### src/hw/rtl/omrc_pkg.sv
package omrc_pkg;

   // Store size and stored key width.
   localparam int CAPACITY    = 1024;
   localparam int VALUE_WIDTH = 32;

   // Widths fixed by the item formats.
   localparam int FUNC_WIDTH     = 2;
   localparam int IN_VALUE_WIDTH = 32;
   localparam int COUNT_WIDTH    = 11;
   localparam int STATUS_WIDTH   = 2;

   // Running counts inside the chain can reach CAPACITY itself.
   localparam int OCC_WIDTH = $clog2(CAPACITY + 1);

   // Operation codes.
   localparam logic [FUNC_WIDTH-1:0] FUNC_INSERT   = 2'd0;
   localparam logic [FUNC_WIDTH-1:0] FUNC_REMOVE   = 2'd1;
   localparam logic [FUNC_WIDTH-1:0] FUNC_COUNT_LE = 2'd2;
   localparam logic [FUNC_WIDTH-1:0] FUNC_COUNT_GE = 2'd3;

   // Result status codes.
   localparam logic [STATUS_WIDTH-1:0] STATUS_OK     = 2'd0;
   localparam logic [STATUS_WIDTH-1:0] STATUS_FULL   = 2'd1;
   localparam logic [STATUS_WIDTH-1:0] STATUS_ABSENT = 2'd2;

   typedef logic signed [VALUE_WIDTH-1:0] key_type;
   typedef logic [OCC_WIDTH-1:0]          occ_type;

   // Request item as it arrives on the input channel.
   typedef struct packed {
      logic [FUNC_WIDTH-1:0]            func;
      logic signed [IN_VALUE_WIDTH-1:0] value;
   } req_type;

   // Result item on the output channel.
   typedef struct packed {
      logic [COUNT_WIDTH-1:0]  count;
      logic [STATUS_WIDTH-1:0] status;
   } rsp_type;

   // Item travelling along the chain of cells.
   typedef struct packed {
      logic                  valid;
      logic [FUNC_WIDTH-1:0] func;
      key_type               key;
      occ_type               count;
      logic                  hit;
   } stage_type;

endpackage

### src/hw/rtl/omrc_tail.sv
module omrc_tail (
   input  logic                clock,
   input  logic                reset,
   input  omrc_pkg::stage_type tail_stage,
   input  logic                rsp_ready,
   output logic                adv,
   output logic                rsp_valid,
   output omrc_pkg::rsp_type   rsp_data,
   output omrc_pkg::occ_type   occ
);
   import omrc_pkg::*;

   logic    rsp_valid_ff;
   rsp_type rsp_data_ff;
   rsp_type rsp_data_in;
   occ_type occ_ff;
   occ_type occ_in;

   // The chain moves whenever the output register is free or being emptied.
   assign adv = !rsp_valid_ff || rsp_ready;

   // Settle the outcome of an item that has passed every cell.
   always_comb begin
      occ_in             = occ_ff;
      rsp_data_in.status = STATUS_OK;
      rsp_data_in.count  = COUNT_WIDTH'(tail_stage.count);
      case (tail_stage.func)
         FUNC_INSERT: begin
            if (tail_stage.hit) begin
               occ_in = occ_ff + OCC_WIDTH'(1);
            end else begin
               rsp_data_in.status = STATUS_FULL;
            end
            rsp_data_in.count = COUNT_WIDTH'(occ_in);
         end
         FUNC_REMOVE: begin
            if (tail_stage.hit) begin
               occ_in = occ_ff - OCC_WIDTH'(1);
            end else begin
               rsp_data_in.status = STATUS_ABSENT;
            end
            rsp_data_in.count = COUNT_WIDTH'(occ_in);
         end
         default: begin
            rsp_data_in.count = COUNT_WIDTH'(tail_stage.count);
         end
      endcase
   end

   // Control state: output valid and occupancy.
   always_ff @(posedge clock) begin
      if (reset) begin
         rsp_valid_ff <= 1'b0;
         occ_ff       <= '0;
      end else if (adv) begin
         rsp_valid_ff <= tail_stage.valid;
         if (tail_stage.valid) begin
            occ_ff <= occ_in;
         end
      end
   end

   // Result payload.
   always_ff @(posedge clock) begin
      if (adv && tail_stage.valid) begin
         rsp_data_ff <= rsp_data_in;
      end
   end

   assign rsp_valid = rsp_valid_ff;
   assign rsp_data  = rsp_data_ff;
   assign occ       = occ_ff;

endmodule

### config.mk
export PLATFORM = sky130hd
export DESIGN_NAME = omrc_tail
export DESIGN_NICKNAME = d
export VERILOG_FILES = /design/src/hw/rtl/omrc_pkg.sv /design/src/hw/rtl/omrc_tail.sv
export SDC_FILE = /design/constraint.sdc
export NUM_CORES = 1
export LEC_CHECK = 0
export BUFFER_PORTS_ARGS = -buffer_cell sky130_fd_sc_hd__buf_2
export CAP_MARGIN = 20
export CORE_UTILIZATION = 30
export DETAILED_ROUTE_END_ITERATION = 6
export HOLD_SLACK_MARGIN = 0.12
export SLEW_MARGIN = 20
export SYNTH_ARGS = -nofsm -noshare
export SYNTH_HDL_FRONTEND = slang
export SYNTH_SLANG_ARGS = --single-unit
### constraint.sdc
create_clock -name clock -period 2 [get_ports clock]
set_clock_uncertainty 0.15 [all_clocks]
set_input_delay 0 -clock clock [delete_from_list [all_inputs] [get_ports clock]]
set_output_delay 0 -clock clock [all_outputs]
set_load 0.02 [all_outputs]
Word-level counts from Yosys, hierarchy flattened
Cells that the tools add are included.
{"block": "totals", "reg_bits": 25, "in_bits": 50}
{"block": "op_classes", "addsub": 2, "eq_ne": 1, "muxes": 7, "reduce_logical": 6}
{"cell": "one-hot mux 11 bit (2 select lines)", "n": 2}
{"cell": "two-way mux 11 bit", "n": 2}
{"cell": "adder 11 x 1 -> 11 bit (second input constant)", "n": 1}
{"cell": "subtractor 11 x 1 -> 11 bit (second input constant)", "n": 1}
{"cell": "one-hot mux 2 bit (2 select lines)", "n": 1}
{"cell": "AND reduction 3 bit", "n": 1}
{"cell": "equality test 2 x 1 -> 1 bit (second input constant)", "n": 1}
{"cell": "logical NOT 2 bit", "n": 1}
{"cell": "two-way mux 2 bit", "n": 1}
{"cell": "nonzero test 2 bit", "n": 1}
{"cell": "logical AND 1 bit", "n": 1}
{"cell": "logical NOT 1 bit", "n": 1}
{"cell": "logical OR 1 bit", "n": 1}
{"cell": "two-way mux 1 bit", "n": 1}

Logic depth before layout (Yosys ltp)
Gate-level depths: netlist (run 1).
{"block": "depth", "depth_word": 3, "ltp_mapped": 6}

Worst setup path after synthesis (run 1)
OpenSTA, ideal clock, no wires.
{"block": "synth_timing", "kind": "reg2reg", "from": "register occ_ff[0], in the netlist occ[0]", "to": "register rsp_data_ff (netlist bit rsp_data[12]), data pin", "arrival_time_ps": 1765, "setup_slack_ps": -180, "path_stages_with_launch": 7, "n_path_buf": 0, "period_less_slack_ps": 2180, "cell_sequence": "dfxtp_1 > inv_1 > ha_1 > and3b_4 > and4b_1 > a22o_1 > or3_1"}
{"element": "start: declaration", "line": "omrc_tail.sv:16", "text": "occ_type occ_ff;"}
{"element": "start signal: assignment", "line": "omrc_tail.sv:58", "text": "occ_ff <= occ_in;"}
{"element": "end signal: assignment", "line": "omrc_tail.sv:66", "text": "rsp_data_ff <= rsp_data_in;"}
{"element": "end: declaration", "line": "omrc_tail.sv:14", "text": "rsp_type rsp_data_ff;"}

==> results of run 1 <==
## cell type report
cell class	count	area (um2)
fillers	599	3230
multi-input cells	144	1010
flip-flops and latches	25	636
repair buffers	85	583
well taps	72	90.1
clock buffers	4	45.0
inverters	4	15.0
## how the worst max path moves through the flow
| stage | cells after the start | endpoint |
|---|---|---|
| floorplan | 6 | rsp_data[12] |
| global placement | 6 | rsp_data[12] |
| detailed placement | 6 | rsp_data[12] |
| CTS | 6 | rsp_data[12] |
| global route | 4 | occ[7] |
| finish | 6 | rsp_data[12] |
## cells by family after synthesis
logic type / Yosys count
xor gates and xnor gates: 8
adders and majority gates: 2
DFF: 25
and+or+nand+nor: 93
muxes: 12
buffers and inverters: 20
AOI/OAI and AO/OA: 29
## placed cells by master (no fill, tap or decap), drive strengths merged, types with 9 or more instances in the layout
cell type    instances
a21oi               13
dlygate4sd3         21
nor2                18
nor2b               14
nand4                9
dfxtp               12
edfxtp              13
buf                 64
## metal layers
layer  GRT usage [%]  vias to the layer above  wire (um)
met4            6.48                        0        108
met5               0                        -          0
li1                -                      844          -
met1            19.4                      744       2080
met2            26.3                       42       2170
met3            2.53                        7        205
## what timing repair did
item	CTS	global route
gates resized for setup	0	4
hold buffers	22	0
pin swaps	0	0
setup buffers	2	0
endpoints found under the hold margin	23	0
endpoints found under the setup margin	1	4
## through the flow
| step | instances | setup WS (ps) | instance area (um2) | hold slack, ps |
|---|---|---|---|---|
| 5_1_grt | 334 | 17.9 | 2380 | 184 |
| 4_1_cts | 335 | 36.4 | 2380 | 153 |
| 2_1_floorplan | 189 | 19.8 | 1770 | 15.0 |
| 3_5_place_dp | 307 | -6.17 | 2100 | 140 |
| 6_report | 334 | 69.8 | 2380 | 58.9 |
| 3_3_place_gp | 307 | 12.1 | 2100 | 127 |
## report_power, final
part	internal (mW)	total [mW]	switching (mW)
sequential	0.572	0.586	0.0133
clock	0.143	0.315	0.172
combinational	0.150	0.314	0.164
## worst reg2reg max path, cell delays in order, from the launching register on
cell,delay (ps)
dfxtp_2,370
inv_1,60
ha_2,180
and3b_4,190
and4b_2,250
a22o_1,170
or3_1,300
## flip-flops by register name, indices dropped and copies added, names as in the netlist
name and count:
rsp_valid 1, occ 11, rsp_data 13
==> reports/results.tsv, run 1 <==
stage	metric	value	unit
worst_setup_path	critPathLaunchType	flop	
die	start_util	31.5	%
worst_setup_path	critical_path_class	flop to flop	
sta	min_period	1930	ps
final_layout	syn_to_final_growth	34.5	%
clocking	htreeDepth	1	
pwr	p_per_area	511	nW/um2
die	rows	27	
min_path	min_from	tail_stage[45]	
worst_setup_path	critPathBufInv	1	
sta	setup_viol	0	
clocking	cts_tree	done	
synthesis	synthSimpleGateAreaFrac	34.0	%
placement	place_congestion	0.815	
worst_setup_path	crit_start	occ[1]	
detailed_routing	dr.pass1.iters	4	
min_path	hold-path-endpoint	rsp_data[2]	
clocking	cts.clk_slew.worst_paths	90	ps
sta	timing.fmax	0.518	GHz
sta	fin_crit_sh	96.5	%
sta	worstMarginPinSlew	468	ps
synthesis	synth.area.top_cells	edfxtp_1 22%, dfxtp_1 14%, nor2b_1 5.0%	
detailed_routing	routed_via_density	4.90	
final_layout	final_core_util	42.4	%
synthesis	synthAdderAreaFrac	1.42	%
die	die_w	78.8	um
clocking	clockBufferDepth	2	
min_path	hold_class	primary input to flop	
synthesis	synth.area.mux_share	7.36	%
sta	hold_violations	0	
sta	max-slew-margin-rel	68.8	%
synthesis	yosysUniqueCellTypes	42	
synthesis	syn_inst	189	
die	die_y	78.8	um
global_route	grt_pass1_vias	1539	
die	core	5610	um2
global_route	grt_overflow	0	
sta	rsz0062_at_grt	false	
synthesis	synth_most_common_cell	nor2_1	
detailed_routing	drt-total-wl	4570	um
worst_setup_path	crit_family	simple AND/OR/NAND/NOR gates	
sta	finalSetupTns	0	ps
synthesis	ys.flop_type	edfxtp_1	
synthesis	yosysWarnings	0	
synthesis	synth_top_family_by_area	simple AND/OR/NAND/NOR gates	
detailed_routing	ant_nets	0	
clocking	cts_made_buffers	3	
final_layout	drive_above_1_share	33.2	%
die	die_area	6200	um2
worst_setup_path	arrival	1810	ps
worst_setup_path	reg2reg_from	occ[1]	
final_layout	nets	315	
clocking	cts_root_buf	clkbuf_8	
placement	hpwlAfterDp	3180	um
global_route	grtUsageTotal	15.5	%
synthesis	synth_edf_count	13	
worst_setup_path	r2r_end	rsp_data[12]	
synthesis	synthesis.area	1770	um2
synthesis	yosysTopAreaCell	edfxtp_1	
min_path	whs_path_depth	2	
die	ioPinCount	76	
placement	portBuffers	43	
global_route	grt_antenna_before_repair	0	
clocking	clk_latency	280	ps
synthesis	syn_avg_cell_area	9.35	um2
synthesis	synth_compound_area_share	10.0	%
detailed_routing	first_iter_violations	67	
synthesis	synth_fp_nets	241	
job	maxCapViolations	0	
worst_setup_path	worstPathRequired	1880	ps
clocking	clock-sinks	25	
detailed_routing	drc	0	
global_route	grt_pass1_wl	7460	um
final_layout	antennaDiodeCount	0	
synthesis	synth_seq_cells	25	
status	status	completed	
synthesis	synthXorXnorAreaFrac	3.96	%
worst_setup_path	cp_max_fo	5	
worst_setup_path	slowest_stage	dfxtp_2	
worst_setup_path	cpPeakStageDelay	370	ps
worst_setup_path	r2r_setup_slack	70	ps
synthesis	synth.top_cell.area_share	22.1	%
worst_setup_path	cp_cell_sequence	inv_1 -> ha_2 -> and3b_4 -> and4b_2 -> a22o_1 -> or3_1	
worst_setup_path	crit_path_end_kind	flop	
detailed_routing	wl_per_cell	13.7	um
worst_setup_path	rr_worst_depth	6	
pwr	p_leak	0.990	nW
detailed_routing	routed-via-count	1637	
synthesis	synth-seq-area-share	35.7	%
synthesis	yosys-top-cells-count	18 x nor2_1, 14 x nor2b_1, 13 x a21oi_1, 13 x edfxtp_1, 12 x dfxtp_1	
global_route	grt_max_degree	22	
pwr	power	1.21	mW
synthesis	async_flop_share	0	%
sta	slew_violations	0	
pwr	peakVddDrop	0.000266	V
No activity file was read; power rests on OpenSTA's default activity.
==> run 2, diff against run 1 <==
- RECOVER_POWER: unset -> 50
==> reports/results.tsv, run 2 (same netlist as run 1, synthesis figures left out) <==
stage	metric	value	unit	change
die	die_area	6200	um2	unchanged
final_layout	largest_reg_flops	13		unchanged
sta	max-slew-margin-rel	66.5	%	was 68.8%
placement	hpwlAfterDp	3180	um	unchanged
die	die_y	78.8	um	unchanged
detailed_routing	dr.pass1.iters	4		unchanged
worst_setup_path	slowest_stage	dfxtp_2		unchanged
sta	fin_crit_sh	96.3	%	was 96.5%
global_route	grt_pass1_vias	1539		unchanged
clocking	cts_tree	done		unchanged
detailed_routing	drc	0		unchanged
placement	portBuffers	43		unchanged
worst_setup_path	worstPathRequired	1880	ps	about the same
final_layout	syn_to_final_growth	32.6	%	was 34.5%
die	die_w	78.8	um	unchanged
pwr	p_leak	0.902	nW	was 0.990 nW
die	ioPinCount	76		unchanged
detailed_routing	drt-total-wl	4550	um	was 4570 um
die	start_util	31.5	%	unchanged
final_layout	finalInstanceArea	2340	um2	was 2380 um2
worst_setup_path	cp_cell_sequence	inv_1 -> ha_2 -> and3b_4 -> and4b_2 -> a22o_1 -> or3_1		unchanged
clocking	cts.clk_slew.worst_paths	90	ps	about the same
global_route	grtUsageTotal	15.5	%	unchanged
final_layout	nets	315		unchanged
clocking	clk_latency	280	ps	about the same
sta	setup_viol	0		unchanged
die	core	5610	um2	unchanged
status	status	completed		unchanged
global_route	grt_antenna_before_repair	0		unchanged
sta	rsz0062_at_grt	false		unchanged
worst_setup_path	critPathBufInv	1		unchanged
worst_setup_path	critPathLaunchType	flop		unchanged
clocking	clock-sinks	25		unchanged
detailed_routing	routed-via-count	1622		was 1637
worst_setup_path	arrival	1800	ps	was 1810 ps
clocking	clockBufferDepth	2		unchanged
final_layout	final_common_cell	clkbuf_1		was buf_2
pwr	peakVddDrop	0.000269	V	was 0.000266 V
min_path	hold_class	primary input to flop		unchanged
global_route	grt_pass1_wl	7460	um	unchanged
pwr	p_per_area	516	nW/um2	was 511 nW/um2
job	maxCapViolations	0		unchanged
detailed_routing	ant_nets	0		unchanged
detailed_routing	routed_via_density	4.86		was 4.90
final_layout	final_cell_mix	27 x clkbuf_1, 21 x dlygate4sd3_1, 20 x buf_4		was 43 x buf_2, 21 x dlygate4sd3_1, 21 x buf_4
clocking	cts_made_buffers	3		unchanged
placement	placed_area	2100	um2	unchanged
final_layout	antennaDiodeCount	0		unchanged
pwr	power	1.21	mW	about the same
sta	min_period	1930	ps	about the same
worst_setup_path	critical_path_class	flop to flop		unchanged
placement	place_congestion	0.815		unchanged
worst_setup_path	crit_family	simple AND/OR/NAND/NOR gates		unchanged
final_layout	drive_above_1_share	23.3	%	was 33.2%
placement	pre_cts_ws	-6.17	ps	unchanged
worst_setup_path	cpPeakStageDelay	370	ps	about the same
clocking	cts_root_buf	clkbuf_8		unchanged
sta	slew_violations	0		unchanged
worst_setup_path	crit_path_end_kind	flop		unchanged
global_route	grt_max_degree	22		unchanged
final_layout	final_core_util	41.8	%	was 42.4%
sta	fin_ws	74.1	ps	was 69.8 ps
sta	worstMarginPinSlew	502	ps	was 468 ps
detailed_routing	first_iter_violations	102		was 67
worst_setup_path	r2r_setup_slack	70	ps	about the same
global_route	grt_overflow	0		unchanged
sta	timing.fmax	0.519	GHz	was 0.518 GHz
sta	hold_violations	0		unchanged
clocking	htreeDepth	1		unchanged
detailed_routing	wl_per_cell	13.6	um	was 13.7 um
worst_setup_path	cp_max_fo	5		unchanged
die	rows	27		unchanged
run 2: routing by layer:
metal | vias to the layer above | global-route usage, % | share of wire, %
li1 | 842 | - | -
met1 | 742 | 19.4 | 46
met4 | 0 | 6.48 | 2.2
met5 | - | 0 | 0
met2 | 32 | 26.3 | 48
met3 | 6 | 2.53 | 3.9
run 2: what timing repair did:
item                                    CTS  global route
resized for setup                         0             4
endpoints found under the setup margin    1             4
hold buffers                             22             0
setup buffers                             2             0
cloned                                    0             0
hold endpoints to repair                 23             0
run 2: final timing paths:
check / startpoint / cells past startpoint / end
min reg2reg: occ[1] / 2 / occ[1]
min: tail_stage[45] / 2 / rsp_data[2]
max: occ[1] / 6 / rsp_data[12]
max reg2reg: occ[1] / 6 / rsp_data[12]
run 2: layout make-up:
cell class | count | area (um2)
Tap cell | 72 | 90.1
Inverter | 4 | 15.0
Sequential cell | 25 | 636
Multi-Input combinational cell | 144 | 1010
Fill cell | 608 | 3260
Timing Repair Buffer | 85 | 548
Clock buffer | 4 | 45.0
run 2: per-stage QoR:
step | std cells | hold WS [ps] | TNS (ps)
floorplan | 189 | 15.0 | 0
global placement | 307 | 127 | 0
detailed placement | 307 | 140 | -6.17
CTS | 335 | 153 | 0
global route | 334 | 267 | 0
finish | 334 | 167 | 0
run 2: report_power, final:
part           total (mW)  internal (mW)  leakage [nW]  switching (mW)
sequential          0.586          0.573         0.227          0.0139
combinational       0.305          0.141         0.653           0.164
clock               0.318          0.143        0.0228           0.175
total                1.21          0.857         0.902           0.353
