**src/hw/rtl/omrc_pkg.sv**
```systemverilog
package omrc_pkg;

   // Store size and stored key width.
   localparam int CAPACITY    = 1024;
   localparam int VALUE_WIDTH = 32;

   // Widths fixed by the item formats.
   localparam int FUNC_WIDTH     = 2;
   localparam int IN_VALUE_WIDTH = 32;
   localparam int COUNT_WIDTH    = 11;
   localparam int STATUS_WIDTH   = 2;

   // Running counts inside the chain can reach CAPACITY itself.
   localparam int OCC_WIDTH = $clog2(CAPACITY + 1);

   // Operation codes.
   localparam logic [FUNC_WIDTH-1:0] FUNC_INSERT   = 2'd0;
   localparam logic [FUNC_WIDTH-1:0] FUNC_REMOVE   = 2'd1;
   localparam logic [FUNC_WIDTH-1:0] FUNC_COUNT_LE = 2'd2;
   localparam logic [FUNC_WIDTH-1:0] FUNC_COUNT_GE = 2'd3;

   // Result status codes.
   localparam logic [STATUS_WIDTH-1:0] STATUS_OK     = 2'd0;
   localparam logic [STATUS_WIDTH-1:0] STATUS_FULL   = 2'd1;
   localparam logic [STATUS_WIDTH-1:0] STATUS_ABSENT = 2'd2;

   typedef logic signed [VALUE_WIDTH-1:0] key_type;
   typedef logic [OCC_WIDTH-1:0]          occ_type;

   // Request item as it arrives on the input channel.
   typedef struct packed {
      logic [FUNC_WIDTH-1:0]            func;
      logic signed [IN_VALUE_WIDTH-1:0] value;
   } req_type;

   // Result item on the output channel.
   typedef struct packed {
      logic [COUNT_WIDTH-1:0]  count;
      logic [STATUS_WIDTH-1:0] status;
   } rsp_type;

   // Item travelling along the chain of cells.
   typedef struct packed {
      logic                  valid;
      logic [FUNC_WIDTH-1:0] func;
      key_type               key;
      occ_type               count;
      logic                  hit;
   } stage_type;

endpackage

```
**src/hw/rtl/omrc_cell.sv**
```systemverilog
module omrc_cell (
   input  logic                clock,
   input  logic                reset,
   input  logic                adv,
   input  omrc_pkg::stage_type up_stage,
   output omrc_pkg::stage_type down_stage
);
   import omrc_pkg::*;

   logic      used_ff;
   logic      used_in;
   key_type   entry_ff;
   key_type   entry_in;
   stage_type stage_ff;
   stage_type stage_in;

   // Apply the passing item to the entry held in this cell.
   always_comb begin
      used_in  = used_ff;
      entry_in = entry_ff;
      stage_in = up_stage;
      if (up_stage.valid) begin
         case (up_stage.func)
            FUNC_INSERT: begin
               // The first free cell along the chain takes the new value.
               if (!up_stage.hit && !used_ff) begin
                  used_in      = 1'b1;
                  entry_in     = up_stage.key;
                  stage_in.hit = 1'b1;
               end
            end
            FUNC_REMOVE: begin
               // The first matching cell along the chain gives up its copy.
               if (!up_stage.hit && used_ff && (entry_ff == up_stage.key)) begin
                  used_in      = 1'b0;
                  stage_in.hit = 1'b1;
               end
            end
            FUNC_COUNT_LE: begin
               if (used_ff && (entry_ff <= up_stage.key)) begin
                  stage_in.count = up_stage.count + OCC_WIDTH'(1);
               end
            end
            FUNC_COUNT_GE: begin
               if (used_ff && (entry_ff >= up_stage.key)) begin
                  stage_in.count = up_stage.count + OCC_WIDTH'(1);
               end
            end
            default: begin
               stage_in = up_stage;
            end
         endcase
      end
   end

   // Occupied flag and the item register towards the next cell.
   always_ff @(posedge clock) begin
      if (reset) begin
         used_ff  <= 1'b0;
         stage_ff <= '0;
      end else if (adv) begin
         used_ff  <= used_in;
         stage_ff <= stage_in;
      end
   end

   // Stored value; only read while the cell is occupied.
   always_ff @(posedge clock) begin
      if (adv) begin
         entry_ff <= entry_in;
      end
   end

   assign down_stage = stage_ff;

endmodule

```
**config.mk**
```make
export PLATFORM = sky130hd
export DESIGN_NAME = omrc_cell
export DESIGN_NICKNAME = d
export VERILOG_FILES = /design/src/hw/rtl/omrc_pkg.sv /design/src/hw/rtl/omrc_cell.sv
export SDC_FILE = /design/constraint.sdc
export NUM_CORES = 1
export LEC_CHECK = 0
export ABC_AREA = 1
export ABC_CLOCK_PERIOD_IN_PS = 2800
export BUFFER_PORTS_ARGS = -buffer_cell sky130_fd_sc_hd__buf_2
export CAP_MARGIN = 20
export CORE_ASPECT_RATIO = 0.8
export CORE_MARGIN = 2
export CORE_UTILIZATION = 40
export CTS_BUF_LIST = sky130_fd_sc_hd__clkbuf_8 sky130_fd_sc_hd__clkbuf_16
export DETAILED_ROUTE_END_ITERATION = 8
export PLACE_DENSITY = 0.61
export SLEW_MARGIN = 20
export SYNTH_ARGS = -nofsm -noshare
export SYNTH_HDL_FRONTEND = slang
export SYNTH_SLANG_ARGS = --single-unit
```
**constraint.sdc**
```tcl
create_clock -name clock -period 2.8 [get_ports clock]
set_input_delay 0.28 -clock clock [delete_from_list [all_inputs] [get_ports clock]]
set_output_delay 0.28 -clock clock [all_outputs]
set_load 0.01 [all_outputs]
```
Yosys cells after proc, flatten, opt, wreduce, memory -nomap -nowiden
Index checks and enable logic that the tools add are counted.
{"block": "totals", "ramBits": 0, "regBits": 80, "latch_bits": 0, "input_bits": 50, "output_inout_bits": 47, "wordCells": 37, "rom_bits": 0, "n_memories": 0}
{"block": "classes", "order_cmp": 2, "shifts": 0, "n_bitwise": 0, "n_reduce_logical": 11, "multipliers": 0, "eq_ne": 6, "muxes": 10, "div_mod_pow": 0, "add_sub_neg": 1}
{"op": "$mux W47", "n": 1}
{"op": "$eq A32 B32 Y1", "n": 1}
{"op": "$ge A32 B32 Y1", "n": 1}
{"op": "$le A32 B32 Y1", "n": 1}
{"op": "$mux W11", "n": 2}
{"op": "$pmux W11 S2", "n": 1}
{"op": "$add A11 B1 Y11 const B", "n": 1}
{"op": "$logic_and A1 B1 Y1", "n": 5}
{"op": "$reduce_and A5 Y1", "n": 1}
{"op": "$eq A2 B2 Y1 const B", "n": 2}
{"op": "$mux W1", "n": 4}
{"op": "$ne A2 B2 Y1 const B", "n": 2}
{"op": "$pmux W1 S2", "n": 2}
{"op": "$reduce_and A4 Y1", "n": 1}
{"op": "$eq A2 B1 Y1 const B", "n": 1}
{"op": "$logic_not A1 Y1", "n": 2}
{"op": "$logic_not A2 Y1", "n": 1}
{"op": "$reduce_bool A2 Y1", "n": 1}

Depth between registers and ports, before layout
Gate-level depths: netlist (run 1).
{"block": "depth", "depth_word": 6, "depth_mapped": 22, "mapped_depth_nobuf": 21}

Worst setup path before layout (run 1)
No wires, ideal clock.
{"block": "synth_path", "path_kind": "input port to flip-flop", "from": "input port adv", "to": "register entry_ff[0], enable pin", "arrival_ps": 2061, "setup_ps": 422, "stages": 3, "path_slack_ps": 316, "t_required_ps": 2378, "path_buffers": 1, "cell_sequence": "clkbuf_1 nand2_1 nor2_1"}
{"block": "synth_between", "elab_chain_len": 1}
{"item": "start, declared", "line": "omrc_cell.sv:4", "rtl": "input logic adv,"}
{"item": "$reduce_and A4 Y1 (no line)"}
{"item": "end signal, assigned", "line": "omrc_cell.sv:70", "rtl": "entry_ff <= entry_in;"}
{"item": "end, declared", "line": "omrc_cell.sv:12", "rtl": "key_type entry_ff;"}
Every way passes these cells.
A chain may end at the register's enable or synchronous reset.

Final worst setup path (run 1)
{"block": "layout_path", "from": "register entry_ff[31]", "to": "register stage_ff (netlist bit down_stage[9])"}
{"block": "layout_between", "elab_chain_len": 5}
{"item": "$ge A32 B32 Y1 or $le A32 B32 Y1 (tied branches)", "line": "omrc_cell.sv:45, omrc_cell.sv:40"}
{"item": "$logic_and A1 B1 Y1 (on tied branches)", "line": "omrc_cell.sv:45, omrc_cell.sv:40"}
{"item": "$mux W11 (on tied branches)", "line": "omrc_cell.sv:45, omrc_cell.sv:40"}
{"item": "$pmux W11 S2 *", "line": "omrc_cell.sv:23", "rtl": "case (up_stage.func)"}
{"item": "$mux W47 *", "line": "omrc_cell.sv:22", "rtl": "if (up_stage.valid) begin"}
{"item": "end signal, assigned", "line": "omrc_cell.sv:63", "rtl": "stage_ff <= stage_in;"}
{"item": "end, declared", "line": "omrc_cell.sv:14", "rtl": "stage_type stage_ff;"}
Mark *: on every way between the ends. The rest lies on a longest branch, timed or not.

==> flow_metrics.tcl, run 1 <==
set metrics [dict create \
    status "finished, final reports clean" \
    cp_num_buf_inv 0 \
    maxSlewViolCount 0 \
    ant_nets 0 \
    peakVddDrop_mv 0.400 \
    fill_cells 1043 \
    dp_hpwl_mm 7.64 \
    place_inst 736 \
    avgSynthCellArea_sq_um 8.21 \
    syn_nets 600 \
    route.met3.wl_um 617 \
    max_stage_delay_ns 0.37 \
    wl_met2_mm 4.65 \
    setup_violations 0 \
    period_needed_ns 2.43 \
    dr.pass1.iters 4 \
    htree_num_levels 3 \
    end_kind "register" \
    crit_path_frequent_cell "nand2_1" \
    ys.flop_type "dfxtp_1" \
    clockBufferDepth 2 \
    critical_path_class "reg2reg" \
    dieArea_sq_um 11500 \
    synth.yosys.seq_area_share 0.453 \
    num_rows 33 \
    grt_usage 0.194 \
    post_cts_buffers 0 \
    cts_inserted_buffers 9 \
    final_layout_size_suffix_gt1_frac 0.223 \
    max-slew-margin-rel 0.404 \
    dpl_cell_area_sq_um 4840 \
    viasPerCell 4.93 \
    wl_per_cell_um 14.1 \
    finalSetupTns_ns 0 \
    slowest_stage "edfxtp_1" \
    tritoncts "done" \
    grt_max_degree 46 \
    postLayoutCellArea_sq_um 5100 \
    drt_iter0_drc 268 \
    hold_viol 0 \
    synth_warnings 0 \
    synth.cell_area_sq_um 4250 \
    cts_root_buf "clkbuf_16" \
    final_nets 690 \
    start_kind "register" \
    finalNonFillerCells 751 \
    grt_pass1_wl_mm 17.3 \
    area_growth_pct 20.2 \
    drt-met1-wl_mm 5.24 \
    period_share 0.866 \
    synthArstFlopShare 0 \
    cts_hold_buf 0 \
    ys_types 30 \
    tightest_slew_ns 0.891 \
    critPathMaxFanout 11 \
    fmax_mhz 412 \
    ios 97 \
    vias 3700 \
    die_x_um 119 \
    wl_mm 10.6 \
    drc 0 \
    synth.ff_latch_count 80 \
    hold_class "in2reg" \
    antenna_found_initial 0 \
    arrival_ns 2.64 \
    critPathTopFamily "simple AND/OR/NAND/NOR gates" \
    crit_required_ns 3.02 \
    coreArea_sq_um 10300 \
    antennaDiodeCount 0 \
    die_h_um 96.1 \
    fin_skew_ns 0.00552 \
    rsz0062_at_grt "no" \
    clkLatencyLatePin_ns 0.33 \
    synth_edf_count 32 \
    gp_congestion 0.889 \
    maxCapViolCount 0 \
    grt_pass1_vias 3500 \
    synth_cells 517 \
    start_util 0.413 \
    cts_num_sinks 80 \
    ctsResizeCount 0 \
    top_layer "met4" \
    numPortBuffers 96 \
    p_per_area_nw_per_um2 533 \
    p_leak_nw 2.51 \
    cp_cell_sequence "ha_1 -> nand2_1 -> nor2_2 -> nand2_2 -> nor4_4 -> nand2_2 -> nand3_1 -> nand3_2 -> nand2_2 -> nand2_1 -> nand3_1 -> nand2_1 -> nand2_1 -> a21oi_2" \
    overflow 0 \
    p_total_mw 2.72 \
    clk_pin_slew_ns 0.06 \
]
-- cells in the mapped netlist, types with 3 or more instances --
cell type | count | area [sq um]
nand2_1 | 101 | 379
a21oi_1 | 61 | 305
inv_1 | 59 | 221
nand3_1 | 54 | 270
dfxtp_1 | 48 | 961
o21ai_0 | 38 | 190
ha_1 | 33 | 413
edfxtp_1 | 32 | 961
nor2_1 | 28 | 105
clkbuf_1 | 14 | 52.6
a21oi_2 | 10 | 87.6
xor2_1 | 8 | 70.1
nand2_2 | 4 | 25.0
buf_2 | 3 | 15.0
buf_4 | 3 | 22.5
-- registers in the layout (all words and copies together) (netlist names) --
| name | flops |
|---|---|
| down_stage | 47 |
| entry_ff | 32 |
| used_ff | 1 |
-- power by group --
part           leakage, nW  total, mW  internal, mW  switching [mW]
Clock                0.132       1.05         0.591           0.456
Combinational         1.69      0.389         0.145           0.244
Sequential           0.687       1.29          1.26          0.0227
-- per-layer routing --
metal  GRT usage  up-vias
met4      0.0516        0
met2       0.305      101
met1       0.268     1674
met3      0.0474        7
li1            -     1918
met5           0        -
-- layout make-up --
cell class                 instances  area [sq um]  area share
sequential                        80          1920       0.376
timing repair buffer             103           533       0.104
multi-input combinational        353          1990       0.389
clock inverter                     6          38.8     0.00760
clock buffer                       9           225      0.0441
inverter                          60           225      0.0441
tap                              140           175      0.0343
-- stage by stage --
step                      hold slack [ns]  utilization  worst slack, ns
after floorplan                     0.358            -            0.316
after detailed placement            0.454        0.471            0.315
after global placement              0.461        0.471            0.392
final                               0.136        0.497            0.374
after global routing                0.120        0.497           0.0590
after CTS                           0.122        0.497            0.359
-- path summary, 6_finish.rpt --
path,from,endpoint,slack (ns),cells past startpoint
hold reg to reg,down_stage[46]$_SDFFE_PP0P_,down_stage[46]$_SDFFE_PP0P_,0.46,2
setup reg to reg,entry_ff[31]$_DFFE_PP_,down_stage[9]$_SDFFE_PP0P_,0.37,14
setup / recovery,entry_ff[31]$_DFFE_PP_,down_stage[9]$_SDFFE_PP0P_,0.37,14
hold / removal,up_stage[35],entry_ff[23]$_DFFE_PP_,0.14,1
-- cell usage in the layout (no fill, tap or decap), drive strengths merged, types with 5 or more instances in the layout --
cell type,instances
dfxtp,48
edfxtp,32
nor2,29
clkbuf,9
buf,103
xor2,8
a21oi,71
nand3,56
clkinv,5
ha,33
o21ai,38
nand2,105
inv,60
-- logic make-up (layout without fill, tap and decap cells) --
logic type,Yosys count,in the layout,synth area share
AND/OR/NAND/NOR,196,196,0.202
buffers and inverters,84,178,0.0813
AO/OA/AOI/OAI,115,115,0.148
adder cells (fa/ha/maj),33,33,0.0973
flip-flops,80,80,0.453
XOR/XNOR,9,9,0.0186
(Power assumes the default switching activity.)
==> inputs of run 2 (changes only) <==
--- a/config.mk
+++ b/config.mk
@@ -11,10 +11,10 @@
 export CAP_MARGIN = 20
 export CORE_ASPECT_RATIO = 0.8
 export CORE_MARGIN = 2
-export CORE_UTILIZATION = 40
+export CORE_UTILIZATION = 54
 export CTS_BUF_LIST = sky130_fd_sc_hd__clkbuf_8 sky130_fd_sc_hd__clkbuf_16
 export DETAILED_ROUTE_END_ITERATION = 8
-export PLACE_DENSITY = 0.61
+export PLACE_DENSITY = 0.79
 export SLEW_MARGIN = 20
 export SYNTH_ARGS = -nofsm -noshare
 export SYNTH_HDL_FRONTEND = slang
==> flow_metrics.tcl, run 2 (synthesis results as in run 1) <==
set metrics [dict create \
    r2r_setup_slack_ns 0.36 \
    gp_congestion 0.927 \
    post_cts_buffers 0 \
    tritoncts "done" \
    grt_max_degree 71 \
    antenna_found_initial 0 \
    critPathMaxFanout 11 \
    grt_pass1_wl_mm 17.2 \
    overflow 0 \
    hold_class "in2reg" \
    numPortBuffers 96 \
    final_layout_size_suffix_gt1_frac 0.221 \
    clkLatencyLatePin_ns 0.36 \
    p_per_area_nw_per_um2 502 \
    maxSlewViolCount 0 \
    fmax_mhz 411 \
    p_leak_nw 2.47 \
    dp_slack_ns 0.380 \
    coreArea_sq_um 7500 \
    finalSetupTns_ns 0 \
    critical_path_class "reg2reg" \
    wl_per_cell_um 14.2 \
    p_total_mw 2.50 \
    clockBufferDepth 2 \
    final_nets 689 \
    postLayoutCellArea_sq_um 4990 \
    crit_required_ns 3.04 \
    ant_nets 0 \
    fin_skew_ns 0.0107 \
    tightest_slew_ns 0.798 \
    peakVddDrop_mv 0.370 \
    end_kind "register" \
    route.met3.wl_um 764 \
    top_layer "met4" \
    area_growth_pct 17.5 \
    die_h_um 83.3 \
    cts_inserted_buffers 9 \
    num_rows 28 \
    setup_violations 0 \
    hold_viol 0 \
    period_needed_ns 2.44 \
    arrival_ns 2.68 \
    die_x_um 103 \
    grt_pass1_vias 3700 \
    start_kind "register" \
    cts_num_sinks 80 \
    dpl_cell_area_sq_um 4800 \
    finalNonFillerCells 716 \
    dieArea_sq_um 8590 \
    grt_usage 0.254 \
    largest_reg_flops 47 \
    maxCapViolCount 0 \
    period_share 0.870 \
    antennaDiodeCount 0 \
    wl_mm 10.2 \
    viasPerCell 5.26 \
    ios 97 \
    rsz0062_at_grt "no" \
    cts_root_buf "clkbuf_8" \
    wl_met2_mm 4.66 \
    clk_pin_slew_ns 0.09 \
    fin_hold_ws_ns 0.104 \
    max-slew-margin-rel 0.466 \
    final_cell_mix "nand2_1 (101), buf_2 (96), a21oi_1 (61)" \
    ctsResizeCount 0 \
    drt-met1-wl_mm 4.65 \
    utilization 0.666 \
    vias 3767 \
    dr.pass1.iters 5 \
    worst_slack_ns 0.365 \
    status "finished, final reports clean" \
    drc 0 \
    place_inst 700 \
    dp_hpwl_mm 7.36 \
    cts_hold_buf 0 \
    start_util 0.566 \
    htree_num_levels 3 \
    layout_commonest_cell "nand2_1" \
    drt_iter0_drc 199 \
]
[run 2: changes by cell type in the layout (fill, tap and decap cells not counted)]
cell / previous run / this run
clkinv_1: 1 / 2
clkbuf_8: 0 / 9
clkbuf_16: 9 / 0
clkinv_4: 2 / 1
buf_12: 0 / 1
bufinv_16: 0 / 1
buf_4: 7 / 5
[run 2: cell type report]
class	count	area [sq um]
clock buffers	9	124
clock inverters	7	63.8
fillers	654	2510
inverters	60	225
multi-input cells	353	1990
flip-flops and latches	80	1920
well taps	105	131
repair buffers	102	538
[run 2: critical path: stages, from the launching register on]
cell and delay (ns):
edfxtp_1 0.37, ha_1 0.35, nand2_1 0.10, nor2_2 0.16, nand2_2 0.09, nor4_4 0.20
nand2_2 0.12, nand3_1 0.12, nand3_2 0.19, nand2_2 0.26, nand2_1 0.09, nand3_1 0.08
nand2_1 0.06, nand2_1 0.06, a21oi_1 0.07
[run 2: worst paths after layout]
path,start,endpoint,depth (start not counted)
worst max-delay path,entry_ff[31]$_DFFE_PP_,down_stage[11]$_SDFFE_PP0P_,14
worst min-delay path,up_stage[43],entry_ff[31]$_DFFE_PP_,1
worst max register to register,entry_ff[31]$_DFFE_PP_,down_stage[11]$_SDFFE_PP0P_,14
worst min register to register,down_stage[46]$_SDFFE_PP0P_,down_stage[46]$_SDFFE_PP0P_,2
[run 2: metal layers]
layer / up-vias / GRT usage
met3: 12 / 0.0758
met5: - / 0
met1: 1724 / 0.338
met4: 0 / 0.0538
met2: 126 / 0.409
li1: 1905 / -
[run 2: report_power, final]
group | switching [mW] | internal (mW) | leakage (nW) | total (mW)
Clock | 0.428 | 0.404 | 0.0978 | 0.832
Combinational | 0.242 | 0.145 | 1.69 | 0.387
Sequential | 0.0228 | 1.26 | 0.687 | 1.28
Total | 0.693 | 1.81 | 2.47 | 2.50
